**src/hw/rtl/weighted_union_find_defines.svh**
```systemverilog
// Assertion macros for the weighted union-find RTL.
// Depends on nothing; the including module supplies clk and rst_n.
`ifndef WEIGHTED_UNION_FIND_DEFINES_SVH
`define WEIGHTED_UNION_FIND_DEFINES_SVH

// Same-cycle implication, checked only outside reset.
`define WUF_ASSERT_NOW(lbl, ante, cons, msg) \
  lbl: assert property (@(posedge clk) disable iff (!rst_n) (ante) |-> (cons)) \
    else $error(msg);

// Next-cycle implication, checked only outside reset.
`define WUF_ASSERT_NEXT(lbl, ante, cons, msg) \
  lbl: assert property (@(posedge clk) disable iff (!rst_n) (ante) |=> (cons)) \
    else $error(msg);

`endif

```
**src/hw/rtl/wuf_pkg.sv**
```systemverilog
// Package for the weighted union-find engine: sequencer states and fixed field widths.
// Depends on nothing.
package wuf_pkg;

  // Fixed widths of the beat fields.
  localparam int unsigned IN_IDX_W  = 4;
  localparam int unsigned ROOT_W    = 4;
  localparam int unsigned SIZE_W    = 5;
  localparam int unsigned ACC_W     = 6;

  localparam logic [ACC_W-1:0]  ACC_MAX  = 6'd63;
  localparam logic [SIZE_W-1:0] SIZE_MAX = 5'd31;

  typedef enum logic [2:0] {
    ST_CLEAR,
    ST_IDLE,
    ST_WALK_A,
    ST_WALK_B,
    ST_SIZE
  } wuf_state_t;

endpackage

```
**src/hw/rtl/weighted_union_find.sv**
```systemverilog
// Weighted quick-union connectivity engine: top level with its parent and size memories.
// Depends on wuf_pkg and weighted_union_find_defines.svh.
`include "weighted_union_find_defines.svh"

// Each input beat carries a pair of element indices (taken modulo NUM_ELEMENTS). The engine
// walks parent links from each element to its root, one synchronous read of the parent
// memory per cycle, then reads both tree sizes together and, if the roots differ, links the
// root of the smaller tree under the other (a tie puts the second root under the first).
// One result beat is produced per input beat. An item is accepted only in the idle state,
// so items are handled one at a time. The first read is issued at the accepting edge
// itself; the first element is then walked down to its root, then the second, and a final
// step compares sizes and writes the link. Weighted linking bounds the depth of each
// element in its tree by log2(NUM_ELEMENTS). The rate is set by the single read port of
// the parent memory, which every hop of both walks shares. After reset the engine sweeps
// the memories back to identity links and unit sizes, during which in_stall is held high.
// A finished result waits in the output register while the next item is accepted; only
// the final size-and-link cycle waits for that register to empty.
module weighted_union_find #(
  parameter int unsigned NUM_ELEMENTS = 16
) (
  input  logic                          clk,
  input  logic                          rst_n,

  input  logic                          in_valid,
  output logic                          in_stall,
  input  logic [wuf_pkg::IN_IDX_W-1:0]  in_first_index,
  input  logic [wuf_pkg::IN_IDX_W-1:0]  in_second_index,

  output logic                          out_valid,
  input  logic                          out_stall,
  output logic                          out_already_connected,
  output logic [wuf_pkg::ROOT_W-1:0]    out_first_root,
  output logic [wuf_pkg::ROOT_W-1:0]    out_second_root,
  output logic [wuf_pkg::ROOT_W-1:0]    out_joined_root,
  output logic [wuf_pkg::SIZE_W-1:0]    out_joined_size,
  output logic [wuf_pkg::ACC_W-1:0]     out_access_count
);

  // Index width and the width needed to hold a tree size of up to NUM_ELEMENTS.
  localparam int unsigned IDX_W = (NUM_ELEMENTS > 1) ? $clog2(NUM_ELEMENTS) : 1;
  localparam int unsigned SZ_W  = $clog2(NUM_ELEMENTS + 1);
  localparam logic [IDX_W-1:0] LAST_IDX = IDX_W'(NUM_ELEMENTS - 1);
  localparam int unsigned IN_CODES = 1 << wuf_pkg::IN_IDX_W;

  // Parent links and tree sizes, each a synchronous memory with registered read data.
  logic [IDX_W-1:0] parent_mem [NUM_ELEMENTS];
  logic [SZ_W-1:0]  size_mem   [NUM_ELEMENTS];

  logic [IDX_W-1:0] par_raddr;
  logic [IDX_W-1:0] par_q;
  logic             par_we;
  logic [IDX_W-1:0] par_waddr;
  logic [IDX_W-1:0] par_wdata;

  logic [IDX_W-1:0] sz_raddr_a;
  logic [IDX_W-1:0] sz_raddr_b;
  logic [SZ_W-1:0]  sz_qa;
  logic [SZ_W-1:0]  sz_qb;
  logic             sz_we;
  logic [IDX_W-1:0] sz_waddr;
  logic [SZ_W-1:0]  sz_wdata;

  // Sequencer and item registers.
  wuf_pkg::wuf_state_t state_r, state_nxt;
  logic [IDX_W-1:0]          clr_r, clr_nxt;
  logic [IDX_W-1:0]          node_r, node_nxt;
  logic [IDX_W-1:0]          b_r, b_nxt;
  logic [IDX_W-1:0]          ra_r, ra_nxt;
  logic [IDX_W-1:0]          rb_r, rb_nxt;
  logic [wuf_pkg::ACC_W-1:0] acc_r, acc_nxt;

  // Result register.
  logic                       out_valid_r, out_valid_nxt;
  logic                       out_conn_r, out_conn_nxt;
  logic [wuf_pkg::ROOT_W-1:0] out_ra_r, out_ra_nxt;
  logic [wuf_pkg::ROOT_W-1:0] out_rb_r, out_rb_nxt;
  logic [wuf_pkg::ROOT_W-1:0] out_root_r, out_root_nxt;
  logic [wuf_pkg::SIZE_W-1:0] out_size_r, out_size_nxt;
  logic [wuf_pkg::ACC_W-1:0]  out_acc_r, out_acc_nxt;

  // Combinational helpers.
  logic [IDX_W-1:0]          idx_a;
  logic [IDX_W-1:0]          idx_b;
  logic [wuf_pkg::ACC_W-1:0] acc_inc;
  logic                      out_free;
  logic [SZ_W:0]             size_sum;
  logic [SZ_W:0]             size_val;
  logic [31:0]               size_ext;
  logic [IDX_W-1:0]          joined;
  logic [31:0]               ra_ext;
  logic [31:0]               rb_ext;
  logic [31:0]               joined_ext;

  // Incoming indices reduced modulo the element count; a 16-entry constant table.
  always_comb begin
    idx_a = '0;
    idx_b = '0;
    for (int i = 0; i < IN_CODES; i++) begin
      if (in_first_index == wuf_pkg::IN_IDX_W'(i)) begin
        idx_a = IDX_W'(i % NUM_ELEMENTS);
      end
      if (in_second_index == wuf_pkg::IN_IDX_W'(i)) begin
        idx_b = IDX_W'(i % NUM_ELEMENTS);
      end
    end
  end

  assign acc_inc  = (acc_r == wuf_pkg::ACC_MAX) ? acc_r : acc_r + 1'b1;
  assign out_free = !out_valid_r || !out_stall;
  assign size_sum = {1'b0, sz_qa} + {1'b0, sz_qb};
  assign in_stall = (state_r != wuf_pkg::ST_IDLE);

  always_ff @(posedge clk) begin
    if (!rst_n) begin
      state_r     <= wuf_pkg::ST_CLEAR;
      clr_r       <= '0;
      out_valid_r <= 1'b0;
    end else begin
      state_r     <= state_nxt;
      clr_r       <= clr_nxt;
      out_valid_r <= out_valid_nxt;
    end
  end

  // Payload registers carry no reset.
  always_ff @(posedge clk) begin
    node_r     <= node_nxt;
    b_r        <= b_nxt;
    ra_r       <= ra_nxt;
    rb_r       <= rb_nxt;
    acc_r      <= acc_nxt;
    out_conn_r <= out_conn_nxt;
    out_ra_r   <= out_ra_nxt;
    out_rb_r   <= out_rb_nxt;
    out_root_r <= out_root_nxt;
    out_size_r <= out_size_nxt;
    out_acc_r  <= out_acc_nxt;
  end

  // Memories: one write port each, registered reads every cycle.
  always_ff @(posedge clk) begin
    if (par_we) begin
      parent_mem[par_waddr] <= par_wdata;
    end
    par_q <= parent_mem[par_raddr];
  end

  always_ff @(posedge clk) begin
    if (sz_we) begin
      size_mem[sz_waddr] <= sz_wdata;
    end
    sz_qa <= size_mem[sz_raddr_a];
    sz_qb <= size_mem[sz_raddr_b];
  end

  always_comb begin
    state_nxt     = state_r;
    clr_nxt       = clr_r;
    node_nxt      = node_r;
    b_nxt         = b_r;
    ra_nxt        = ra_r;
    rb_nxt        = rb_r;
    acc_nxt       = acc_r;

    out_valid_nxt = out_valid_r && out_stall;
    out_conn_nxt  = out_conn_r;
    out_ra_nxt    = out_ra_r;
    out_rb_nxt    = out_rb_r;
    out_root_nxt  = out_root_r;
    out_size_nxt  = out_size_r;
    out_acc_nxt   = out_acc_r;

    par_raddr  = node_r;
    par_we     = 1'b0;
    par_waddr  = clr_r;
    par_wdata  = clr_r;
    sz_raddr_a = ra_r;
    sz_raddr_b = rb_r;
    sz_we      = 1'b0;
    sz_waddr   = clr_r;
    sz_wdata   = SZ_W'(1);

    size_val   = {1'b0, sz_qa};
    joined     = ra_r;
    size_ext   = '0;
    ra_ext     = 32'(ra_r);
    rb_ext     = 32'(rb_r);
    joined_ext = '0;

    case (state_r)
      wuf_pkg::ST_CLEAR: begin
        // Sweep both memories back to identity links and unit sizes.
        par_we = 1'b1;
        sz_we  = 1'b1;
        if (clr_r == LAST_IDX) begin
          state_nxt = wuf_pkg::ST_IDLE;
        end else begin
          clr_nxt = clr_r + 1'b1;
        end
      end

      wuf_pkg::ST_IDLE: begin
        par_raddr = idx_a;
        if (in_valid) begin
          node_nxt  = idx_a;
          b_nxt     = idx_b;
          acc_nxt   = wuf_pkg::ACC_W'(1);
          state_nxt = wuf_pkg::ST_WALK_A;
        end
      end

      wuf_pkg::ST_WALK_A: begin
        acc_nxt = acc_inc;
        if (par_q == node_r) begin
          ra_nxt    = node_r;
          node_nxt  = b_r;
          par_raddr = b_r;
          state_nxt = wuf_pkg::ST_WALK_B;
        end else begin
          node_nxt  = par_q;
          par_raddr = par_q;
        end
      end

      wuf_pkg::ST_WALK_B: begin
        if (par_q == node_r) begin
          rb_nxt     = node_r;
          sz_raddr_b = node_r;
          state_nxt  = wuf_pkg::ST_SIZE;
        end else begin
          acc_nxt   = acc_inc;
          node_nxt  = par_q;
          par_raddr = par_q;
        end
      end

      wuf_pkg::ST_SIZE: begin
        if (ra_r == rb_r) begin
          size_val = {1'b0, sz_qa};
          joined   = ra_r;
        end else begin
          size_val = size_sum;
          if (sz_qa < sz_qb) begin
            joined    = rb_r;
            par_waddr = ra_r;
            par_wdata = rb_r;
          end else begin
            joined    = ra_r;
            par_waddr = rb_r;
            par_wdata = ra_r;
          end
          sz_waddr = joined;
          sz_wdata = SZ_W'(size_sum);
        end
        size_ext   = 32'(size_val);
        joined_ext = 32'(joined);
        if (out_free) begin
          par_we        = (ra_r != rb_r);
          sz_we         = (ra_r != rb_r);
          out_valid_nxt = 1'b1;
          out_conn_nxt  = (ra_r == rb_r);
          out_ra_nxt    = ra_ext[wuf_pkg::ROOT_W-1:0];
          out_rb_nxt    = rb_ext[wuf_pkg::ROOT_W-1:0];
          out_root_nxt  = joined_ext[wuf_pkg::ROOT_W-1:0];
          out_size_nxt  = (size_ext > 32'(wuf_pkg::SIZE_MAX)) ? wuf_pkg::SIZE_MAX
                                                              : size_ext[wuf_pkg::SIZE_W-1:0];
          out_acc_nxt   = (ra_r == rb_r) ? acc_r : acc_inc;
          state_nxt     = wuf_pkg::ST_IDLE;
        end
      end

      default: begin
        state_nxt = wuf_pkg::ST_IDLE;
      end
    endcase
  end

  assign out_valid             = out_valid_r;
  assign out_already_connected = out_conn_r;
  assign out_first_root        = out_ra_r;
  assign out_second_root       = out_rb_r;
  assign out_joined_root       = out_root_r;
  assign out_joined_size       = out_size_r;
  assign out_access_count      = out_acc_r;

  // An accepted beat starts the first walk with one read counted.
  `WUF_ASSERT_NEXT(a_accept_starts_walk, in_valid && !in_stall, (state_r == wuf_pkg::ST_WALK_A) && (acc_r == wuf_pkg::ACC_W'(1)), "accepted beat did not start the first walk")

  // A link write never makes a root its own parent.
  `WUF_ASSERT_NOW(a_link_not_self, (state_r == wuf_pkg::ST_SIZE) && par_we, par_wdata != par_waddr, "union wrote a self link")

  // A new result only appears after the size-and-link cycle.
  `WUF_ASSERT_NOW(a_result_from_size, $rose(out_valid_r), $past(state_r) == wuf_pkg::ST_SIZE, "result raised outside the link cycle")

  // The size written on a union is never smaller than either tree it joins.
  `WUF_ASSERT_NOW(a_size_grows, (state_r == wuf_pkg::ST_SIZE) && sz_we, (sz_wdata > sz_qa) && (sz_wdata > sz_qb), "union size did not grow")

endmodule

```
**config.mk**
```make
export PLATFORM = sky130hd
export DESIGN_NAME = weighted_union_find
export DESIGN_NICKNAME = d
export VERILOG_FILES = /design/src/hw/rtl/wuf_pkg.sv /design/src/hw/rtl/weighted_union_find.sv
export VERILOG_INCLUDE_DIRS = /design/src /design/src/hw/rtl
export SDC_FILE = /design/constraint.sdc
export NUM_CORES = 1
export LEC_CHECK = 0
export BUFFER_PORTS_ARGS = -buffer_cell sky130_fd_sc_hd__clkbuf_2
export CAP_MARGIN = 30
export CORE_MARGIN = 3
export CORE_UTILIZATION = 55
export CTS_CLUSTER_DIAMETER = 40
export DETAILED_ROUTE_END_ITERATION = 10
export PLACE_DENSITY_LB_ADDON = 0.25
export SLEW_MARGIN = 20
export SYNTH_ARGS = -nofsm -noshare
export SYNTH_HDL_FRONTEND = slang
export SYNTH_SLANG_ARGS = --single-unit
```
**constraint.sdc**
```tcl
create_clock -name clk -period 3.52 [get_ports clk]
set_clock_uncertainty 0.2 [all_clocks]
set_input_delay 0.352 -clock clk [delete_from_list [all_inputs] [get_ports clk]]
set_output_delay 0.352 -clock clk [all_outputs]
set_load 0.05 [all_outputs]
```
==> impl_metrics.toml <==
[outcome]
status = "finished, final reports clean"

[min_path]
holdPathEnd = "node_r[3]$_DFFE_PP_"
min_from = "in_first_index[3]"
min_delay_path_depth = 3
min_path_type = "input port to register"

[logic_synthesis]
synth_top_family_by_area = "simple AND/OR/NAND/NOR gates"
netlist_instances = 761
synthMuxAreaShare_pct = 10.19
seq_area_frac_synth_pct = 60.93
synth_xor_area_share_pct = 1.785
syn_avg_cell_area_um2 = 13.17
synth_fp_nets = 786
yosys.area_share.adder_pct = 1.698
ys_ff_latch = 212
synth_edf_count = 186
ys_types = 67
synth_compound_area_share_pct = 10.59
synthSimpleGateAreaFrac_pct = 11.80
async_flop_share_pct = 0
ys.flop_type = "edfxtp_1"
syn_area_um2 = 10020
synth_warnings = 0

[placed_design]
place_congestion = 1.014
portBuffers = 37
detailed_place_hpwl_um = 17940
dp_slack_ns = 0.1824
placed_area_um2 = 10810
dpl.cell_count = 1046

[setup_path]
rr_worst_depth = 10
rr_startpoint = "sz_qb[1]$_DFF_P_"
start_kind = "register"
worstPathMaxFanout = 10
crit_required_ns = 3.57
critical_path.top_delay_family = "simple AND/OR/NAND/NOR gates"
path_buf_inv = 2
cpMostUsedCell = "o21a_1"
cpPeakStageDelay_ns = 0.50
arrival_ns = 3.45
crit_type = "register to register"
crit_chain = "inv_1, ha_1, nor2b_1, o21a_1, o21a_1, o21a_1, or4_1, and3_1, nor4_1, buf_4"
ff2ff_setup_slack_ns = 0.12
end_kind = "register"
cpMaxStageDelayCell = "or4_1"
r2r_end = "parent_mem[5][0]$_DFFE_PP_"

[timing]
finalMaxSlewViolations = 0
holdWs_ns = 0.02907
max_slew_margin_pct = 33.62
final.setup.worst_slack_ns = 0.1199
hold_viol = 0
tightest_slew_ns = 0.9873
max_freq_ghz = 0.2941
setup_viol = 0
finalCritPeriodShare_pct = 96.59
finalCriticalPeriod_ns = 3.400

[drt]
first_iter_violations = 924
wire_per_inst_um = 22.98
route.detailed.drc = 0
viasPerCell = 6.508
vias = 7204
ant_nets = 0
finalWirelength_um = 25440
drt_pass1_iterations = 6

[clock_tree]
clock_latency_ns = 0.54
cts-htree-levels = 1
cts_buffers = 28
clock-sinks = 212
cts_setup_buffers = 0
clockRootBuffer = "clkbuf_16"
clk_pin_slew_ns = 0.06
cts_tree = "done"
clockBufferDepth = 3

[final_layout]
drive_above_1_share_pct = 25.17
fin_cells = 1107
design_area_um2 = 11850
area_growth_pct = 18.29
nets = 885
num_antenna_cells = 0

[die]
dieArea_um2 = 19880
coreArea_um2 = 17540
die_w_um = 141.0
die_y_um = 141.0
io_pins = 38
num_rows = 48
initial_core_util_pct = 57.14

[power_and_ir_drop]
intPower_mw = 5.600
switchingPower_mw = 2.602
clock_power_share_pct = 33.5
power.density_nw_per_um2 = 691.9
p_sw_share_pct = 31.72
p_leak_nw = 4.315
ir_drop_mv = 0.4961
pwr-share-comb_pct = 26.1
seqPwrFrac_pct = 40.4
total_power_mw = 8.202

[grt]
grtUsageTotal_pct = 25.76
grt_start_max_net_pins = 33
antenna_found_initial = 1
grt_pass1_vias = 7080
grt-ovfl-total = 0
grt_pass1_wl_um = 39730

[flow_run]
cap_violations = 0
==> worst max-delay path by stage <==
stage | depth (start not counted) | start | slack, ns | endpoint
after global placement | 10 | sz_qb[1]$_DFF_P_ | 0.14 | parent_mem[8][0]$_DFFE_PP_
after global routing | 11 | sz_qb[1]$_DFF_P_ | -0.005 | size_mem[12][2]$_DFFE_PP_
after floorplan | 12 | sz_qb[1]$_DFF_P_ | -0.05 | size_mem[0][0]$_DFFE_PP_
final | 10 | sz_qb[1]$_DFF_P_ | 0.12 | parent_mem[5][0]$_DFFE_PP_
after CTS | 11 | sz_qb[1]$_DFF_P_ | 0.08 | size_mem[12][2]$_DFFE_PP_
after detailed placement | 9 | node_r[2]$_DFFE_PP_ | 0.18 | sz_qb[4]$_DFF_P_
==> metal layers <==
metal  GRT usage [%]  wire, µm
met4           8.924       929
met2           40.25     11740
met1           36.35     10340
met5               0        12
met3           5.427      2414
==> cells in the final DEF, fill, tap and decap left out, drive strengths merged, types with 3 or more instances in the layout <==
cell	count
a2111oi	8
a211o	4
a211oi	16
a21boi	10
a21oi	16
a31o	16
a31oi	12
a32oi	4
and2	8
and3	18
buf	68
clkbuf	76
clkinv	9
dfxtp	26
dlygate4sd3	8
edfxtp	186
ha	12
inv	26
mux2	6
mux2i	39
mux4	25
nand2	65
nand2b	4
nand3	25
nand4	3
nor2	46
nor2b	3
nor3	7
nor4	38
o21a	4
o21ai	21
o22ai	26
o31ai	3
or4	5
xnor2	15
==> worst reg2reg max path, cell delays in order, from the launching register on <==
cell and delay (ns):
dfxtp_1 0.39, inv_1 0.07, ha_1 0.28, nor2b_1 0.13, o21a_1 0.16, o21a_1 0.21, o21a_1 0.28, or4_1 0.50
and3_1 0.35, nor4_1 0.36, buf_4 0.20
==> cells in the mapped netlist, types with 7 or more instances <==
master	n	share of area [%]
a2111oi_0	7	0.61
a211oi_1	13	0.97
a21boi_0	9	0.67
a21oi_1	16	0.80
a31o_2	14	1.2
a31oi_1	12	0.75
and2_1	7	0.44
and3_1	18	1.1
buf_2	24	1.2
clkbuf_1	14	0.52
dfxtp_1	26	5.2
edfxtp_1	186	56
ha_1	12	1.5
inv_1	20	0.75
mux2i_1	39	3.9
mux4_2	25	5.6
nand2_1	65	2.4
nand3_1	24	1.2
nor2_1	46	1.7
nor4_1	37	2.3
o21ai_0	17	0.85
o22ai_1	26	1.6
xnor2_1	11	0.96
==> repair_timing <==
item,in CTS,in global routing
hold endpoints to repair,14,0
hold buffers,8,0
resized for setup,0,6
endpoints found under the setup margin,0,25
==> per-stage QoR <==
step | setup TNS (ns) | util [%]
after floorplan | -1.851 | -
after global placement | 0 | 61.54
after detailed placement | 0 | 61.63
after CTS | 0 | 67.39
after global routing | -0.004586 | 67.59
final | 0 | 67.59
==> registers in the layout (all words and copies together) (netlist names) <==
| signal | flops |
|---|---|
| out_access_count | 6 |
| out_already_connected | 1 |
| par_q | 4 |
| node_r | 4 |
| clr_r | 4 |
| out_joined_size | 5 |
| acc_r | 6 |
| b_r | 4 |
| out_second_root | 4 |
| out_valid | 1 |
| parent_mem | 64 |
| state_r | 3 |
| ra_r | 4 |
| out_joined_root | 4 |
| out_first_root | 4 |
| sz_qb | 5 |
| sz_qa | 5 |
| rb_r | 4 |
| size_mem | 80 |
==> layout make-up <==
type | instances | area [µm²]
clock buffers | 38 | 768.2
flip-flops and latches | 212 | 6106
well taps | 225 | 281.5
clock inverters | 14 | 161.4
fillers | 1253 | 5683
inverters | 23 | 90.09
multi-input cells | 481 | 3652
repair buffers | 114 | 794.5
==> power groups by stage <==
| stage | registers (mW) | logic [mW] | clock network (mW) |
|---|---|---|---|
| after floorplan | 3.28 | 1.47 | 0 |
| after global placement | 3.34 | 2.00 | 0 |
| after detailed placement | 3.36 | 2.06 | 0 |
| after CTS | 3.31 | 2.08 | 2.78 |
| after global routing | 3.33 | 2.31 | 2.89 |
| final | 3.31 | 2.14 | 2.75 |
==> logic make-up after synthesis <==
kind of cell    count (synthesis)
mux                            70
flops                         212
xor+xnor                       17
buf+inv                        68
compound gates                150
simple gates                  231
fa+ha+maj                      13
Power figures use the tool's default switching activity.
